[config.mk]
export PLATFORM = sky130hd
export DESIGN_NAME = mi3_prep
export DESIGN_NICKNAME = d
export VERILOG_FILES = /design/src/rtl/mi3_pkg.sv /design/src/rtl/mi3_prep.sv
export SDC_FILE = /design/constraint.sdc
export NUM_CORES = 2
export LEC_CHECK = 0
export BUFFER_PORTS_ARGS = -buffer_cell sky130_fd_sc_hd__buf_2
export CAP_MARGIN = 20
export CORE_AREA = 2 2 675 677
export CTS_BUF_LIST = sky130_fd_sc_hd__clkbuf_8
export DETAILED_ROUTE_END_ITERATION = 8
export DIE_AREA = 0 0 677 679
export PLACE_DENSITY = 0.42
export REMOVE_ABC_BUFFERS = 1
export SLEW_MARGIN = 20
export SYNTH_ARGS = -nofsm -noshare
export SYNTH_HDL_FRONTEND = slang
export SYNTH_SLANG_ARGS = --single-unit
[constraint.sdc]
create_clock -name clk -period 10.55 [get_ports clk]
set_clock_uncertainty 0.1 [all_clocks]
set_input_delay 2.11 -clock clk [delete_from_list [all_inputs] [get_ports clk]]
set_output_delay 2.11 -clock clk [all_outputs]
set_load 0.005 [all_outputs]
[src/rtl/mi3_pkg.sv]
// Shared widths, types and register codes for the 3x3 matrix inverse.
// No dependencies; every rtl file refers to it by scoped names.
package mi3_pkg;

    localparam int ELEM_W    = 32;
    localparam int FRAC_BITS = 16;
    localparam int NUM_ELEM  = 9;
    localparam int PROD_W    = 2 * ELEM_W;
    localparam int ADJ_W     = PROD_W + 1;
    localparam int DET_W     = 3 * ELEM_W + 2;
    localparam int DETQ_W    = DET_W - 2 * FRAC_BITS;
    localparam int MAG_W     = DET_W - 1;
    localparam int AMAG_W    = PROD_W;
    localparam int QUO_W     = ELEM_W + 1;
    localparam int CMP_W     = MAG_W + QUO_W - 1;
    localparam int THR_W     = 31;
    localparam int ADDR_W    = 3;
    localparam int DATA_W    = 32;

    typedef logic signed [ELEM_W-1:0] elem_t;
    typedef logic signed [PROD_W-1:0] prod_t;
    typedef logic signed [ADJ_W-1:0]  adj_t;
    typedef logic signed [DET_W-1:0]  det_t;
    typedef logic signed [DETQ_W-1:0] detq_t;
    typedef logic [MAG_W-1:0]         mag_t;
    typedef logic [AMAG_W-1:0]        amag_t;
    typedef logic [THR_W-1:0]         thr_t;

    localparam elem_t ELEM_MAX = {1'b0, {(ELEM_W-1){1'b1}}};
    localparam elem_t ELEM_MIN = {1'b1, {(ELEM_W-1){1'b0}}};

    localparam logic REG_DET_THRESHOLD = 1'b0;

    typedef struct packed {
        elem_t [NUM_ELEM-1:0] r;
        elem_t                det;
        logic                 sing;
    } result_t;

endpackage

[src/rtl/mi3_prep.sv]
// Determinant rounding, singular test and divider operand setup.
// Depends on mi3_pkg.
module mi3_prep (
    input  logic                                   clk,
    input  logic                                   rst_n,
    input  logic                                   en,
    input  logic                                   in_valid,
    input  mi3_pkg::adj_t  [mi3_pkg::NUM_ELEM-1:0] in_adj,
    input  mi3_pkg::det_t                          in_det,
    input  mi3_pkg::thr_t                          det_threshold,
    output logic                                   out_valid,
    output logic                                   out_sing,
    output mi3_pkg::elem_t                         out_det,
    output logic           [mi3_pkg::NUM_ELEM-1:0] out_neg,
    output mi3_pkg::mag_t  [mi3_pkg::NUM_ELEM-1:0] out_num,
    output mi3_pkg::mag_t                          out_den
);

    localparam int DQ_W = mi3_pkg::DETQ_W;
    localparam int EW   = mi3_pkg::ELEM_W;
    localparam mi3_pkg::det_t HALF = mi3_pkg::det_t'(1) <<< (2 * mi3_pkg::FRAC_BITS - 1);

    // stage 6
    mi3_pkg::detq_t detq_reg;
    mi3_pkg::mag_t  absd_reg;
    mi3_pkg::amag_t absadj_reg [mi3_pkg::NUM_ELEM];
    logic [mi3_pkg::NUM_ELEM-1:0] neg6_reg;
    // stage 7
    logic           sing_reg;
    mi3_pkg::elem_t dsat_reg;
    logic [mi3_pkg::NUM_ELEM-1:0] neg7_reg;
    mi3_pkg::mag_t  num_reg [mi3_pkg::NUM_ELEM];
    mi3_pkg::mag_t  den_reg;
    logic           vld_reg [2];

    logic [DQ_W-1:0]    dq_mag;
    logic [DQ_W-EW:0]   dq_hi;
    logic               dq_fits;
    logic               sing_next;
    mi3_pkg::elem_t     dsat_next;

    always_comb
    begin
        dq_mag    = detq_reg[DQ_W-1] ? DQ_W'(-detq_reg) : DQ_W'(detq_reg);
        sing_next = dq_mag <= {{(DQ_W-mi3_pkg::THR_W){1'b0}}, det_threshold};
        dq_hi     = detq_reg[DQ_W-1:EW-1];
        dq_fits   = (&dq_hi) | (~|dq_hi);
        if (dq_fits)
        begin
            dsat_next = mi3_pkg::elem_t'(detq_reg[EW-1:0]);
        end
        else
        begin
            dsat_next = detq_reg[DQ_W-1] ? mi3_pkg::ELEM_MIN : mi3_pkg::ELEM_MAX;
        end
    end

    always_ff @(posedge clk or negedge rst_n)
    begin
        if (!rst_n)
        begin
            vld_reg[0] <= 1'b0;
            vld_reg[1] <= 1'b0;
        end
        else if (en)
        begin
            vld_reg[0] <= in_valid;
            vld_reg[1] <= vld_reg[0];
        end
    end

    always_ff @(posedge clk)
    begin
        if (en)
        begin
            detq_reg <= mi3_pkg::detq_t'((in_det + HALF) >>> (2 * mi3_pkg::FRAC_BITS));
            absd_reg <= in_det[mi3_pkg::DET_W-1] ? mi3_pkg::mag_t'(-in_det)
                                                 : mi3_pkg::mag_t'(in_det);
            for (int i = 0; i < mi3_pkg::NUM_ELEM; i++)
            begin
                absadj_reg[i] <= in_adj[i][mi3_pkg::ADJ_W-1] ? mi3_pkg::amag_t'(-in_adj[i])
                                                             : mi3_pkg::amag_t'(in_adj[i]);
                neg6_reg[i]   <= in_adj[i][mi3_pkg::ADJ_W-1] ^ in_det[mi3_pkg::DET_W-1];
                num_reg[i]    <= (mi3_pkg::mag_t'(absadj_reg[i]) << (2 * mi3_pkg::FRAC_BITS + 1))
                               + absd_reg;
            end
            sing_reg <= sing_next;
            dsat_reg <= dsat_next;
            neg7_reg <= neg6_reg;
            den_reg  <= absd_reg << 1;
        end
    end

    always_comb
    begin
        out_valid = vld_reg[1];
        out_sing  = sing_reg;
        out_det   = dsat_reg;
        out_neg   = neg7_reg;
        out_den   = den_reg;
        for (int i = 0; i < mi3_pkg::NUM_ELEM; i++)
        begin
            out_num[i] = num_reg[i];
        end
    end

endmodule

==> flow_summary.yaml <==
global_route:
  grt_pass1_vias: 78646
  grtUsageTotal: 0.204
  grt_max_degree: 175
  grt_busiest_layer: "met2"
  antenna_found_initial: 220
  grt_pass1_wl_um: 651000
  grt_use_met2: 0.371
  grt.met1_usage: 0.222
  use_met3: 0.0464
  grt_overflow: 0
cts:
  clkTransAtPathRegs_ps: 60
  cts_buffer_depth: 4
  htreeDepth: 5
  cts_tree: "yes"
  numCtsBuffers: 314
  ctsResizeCount: 0
  cts_sinks: 1464
  insertion_delay_ps: 1060
  cts_setup_buffers: 0
  cts-root-buf: "clkbuf_8"
  cts_hold_repair.buffers: 0
floorplanning:
  fp-row-count: 247
  die_width_um: 677
  core_mm2: 0.452
  start_util: 0.210
  die_area_mm2: 0.460
  die_y_um: 679
  io_pins: 1731
drt:
  drt_first_pass_iters: 5
  vias: 79346
  post_drt_via_cell_ratio: 4.71
  drcViolationCount: 0
  drt-total-wl_um: 489000
  wl_per_cell_um: 29.0
  drt_iter0_drc: 5460
  ant_nets: 0
timing:
  min_period_ps: 6330
  final.setup.worst_slack_ps: 4220
  post-route-period-util: 0.600
  drv_slew: 0
  worstMarginPinSlew_ps: 1330
  slew_headroom: 0.111
  hold_viol: 0
  final.setup.tns_ps: 0
  rsz0062_at_grt: "false"
  fmax_mhz: 158
  final-setup-viol-count: 0
pwr:
  irDropWorstVdd_mv: 0.0739
  swShare: 0.376
  clkPwrFrac: 0.278
  seq_power_share: 0.385
  pwr-share-comb: 0.337
  power_uw: 21500
  p_per_area_mw_per_mm2: 187
  power.switching_uw: 8070
  internal-power_uw: 13400
  cellLeakagePower_uw: 0.0445
cells_and_area:
  final_nets: 11925
  fin_area_mm2: 0.115
  fill_cells: 48616
  layout_common_cells: "buf_2 (1,727), edfxtp_1 (1,462), xnor2_1 (1,071)"
  area_delta_synth_final_pct: 21.1
  layout_commonest_cell: "buf_2"
  drive_above_1_share: 0.220
logic_synthesis:
  synthFlopType: "edfxtp_1"
  syn_avg_cell_area_um2: 10.6
  synth_edf_count: 1462
  synth-seq-area-share: 0.463
  synth-seq-cells: 1464
  synth_cell_type_count: 90
  ys_warn_count: 0
  async_reset_ff_frac: 0.00137
  synth_cells: 8977
  netlist_area_mm2: 0.0950
worst_setup_path:
  crit_type: "primary input to flip-flop"
  arrival_ps: 7020
  crit_end: "absadj_reg[0][569]"
  crit_required_ps: 11240
  rr_endpoint: "out_sing"
  worstSetupEndpointType: "flip-flop"
  crit_fanout: 5
  crit_start: "in_adj[524]"
  ff2ff_path_depth: 17
  start_kind: "primary input"
  worstReg2RegStart: "detq_reg[5]"
  ff2ff_setup_slack_ps: 4220
placed_design:
  dpl_cell_area_mm2: 0.109
  hpwl_um: 403000
  port-buffer-count: 1729
  gp_congestion: 0.927
  pre_cts_ws_ps: 3070
run_status:
  status: "completed"
run:
  drv_cap: 0
min_path:
  min_path_type: "flip-flop to flip-flop"
==> stage by stage <==
| stage | hold slack, ps | instances | util |
|---|---|---|---|
| after detailed placement | 305 | 16247 | 0.242 |
| final | 309 | 16859 | 0.255 |
| after global routing | 312 | 16803 | 0.254 |
| after global placement | 300 | 16247 | 0.242 |
| after CTS | 307 | 16787 | 0.254 |
| after floorplan | 300 | 8388 | - |
==> cells by family after synthesis <==
group,Yosys count,synth area share
DFF,1464,0.463
buffers and inverters,841,0.0451
xor gates and xnor gates,1305,0.120
other,1,0.0000395
and+or+nand+nor,2283,0.123
adders and majority gates,620,0.0824
muxes,7,0.000764
AOI/OAI and AO/OA,2456,0.166
==> synth_stat cells, types with 233 or more instances <==
cell         n  area, um^2
xnor2_1   1072        9390
xor2_1     233        2040
nand2_1    671        2520
buf_4      299        2240
o31ai_1    242        1820
a21oi_1    646        3230
nor2_1     360        1350
clkbuf_1   278        1040
ha_1       611        7640
inv_1      252         946
o21ai_0    584        2920
a21o_1     344        2580
edfxtp_1  1462       43900
==> power groups by stage <==
stage          combinational (uW)  sequential (uW)  clock (uW)
2_1_floorplan                3650             8240           0
3_3_place_gp                 7360             8380           0
3_5_place_dp                 7320             8380           0
4_1_cts                      7360             8280        6230
5_1_grt                      7830             8330        6440
6_report                     7230             8260        5970
==> per-layer routing <==
metal	wire length, um	part of all wire	up-vias
li1	-	-	36802
met1	183000	0.37	38754
met2	248000	0.51	2818
met3	30000	0.061	872
met4	27600	0.056	100
met5	656	0.0013	-
==> how the worst min path moves through the flow <==
stage	start	to	slack, ps	cells after the start
CTS	absd_reg[10]	out_den[11]	310	0
detailed placement	absd_reg[31]	out_den[32]	300	0
floorplan	absd_reg[9]	out_den[10]	300	0
finish	absd_reg[11]	out_den[12]	310	0
global route	absd_reg[11]	out_den[12]	310	0
global placement	absd_reg[23]	out_den[24]	300	0
==> worst max-delay path: stages <==
cell and delay (ps):
buf_2 120, nor4_1 530, nand2_1 270, nor3_1 340, nand4_1 470, or3_1 610
or3_1 410, or4_1 450, or4_1 540, or3_1 480, nand2b_1 290, o31ai_1 300
xnor2_1 90
==> layout make-up <==
class,count,area [um^2],share of cell area
multi-input combinational,6672,46900,0.408
clock buffer,320,4400,0.0383
sequential,1464,44000,0.382
tap,5976,7480,0.0650
clock inverter,220,1250,0.0109
timing repair buffer,1883,9930,0.0863
antenna,72,180,0.00157
inverter,252,946,0.00822
Power figures use the tool's default switching activity.
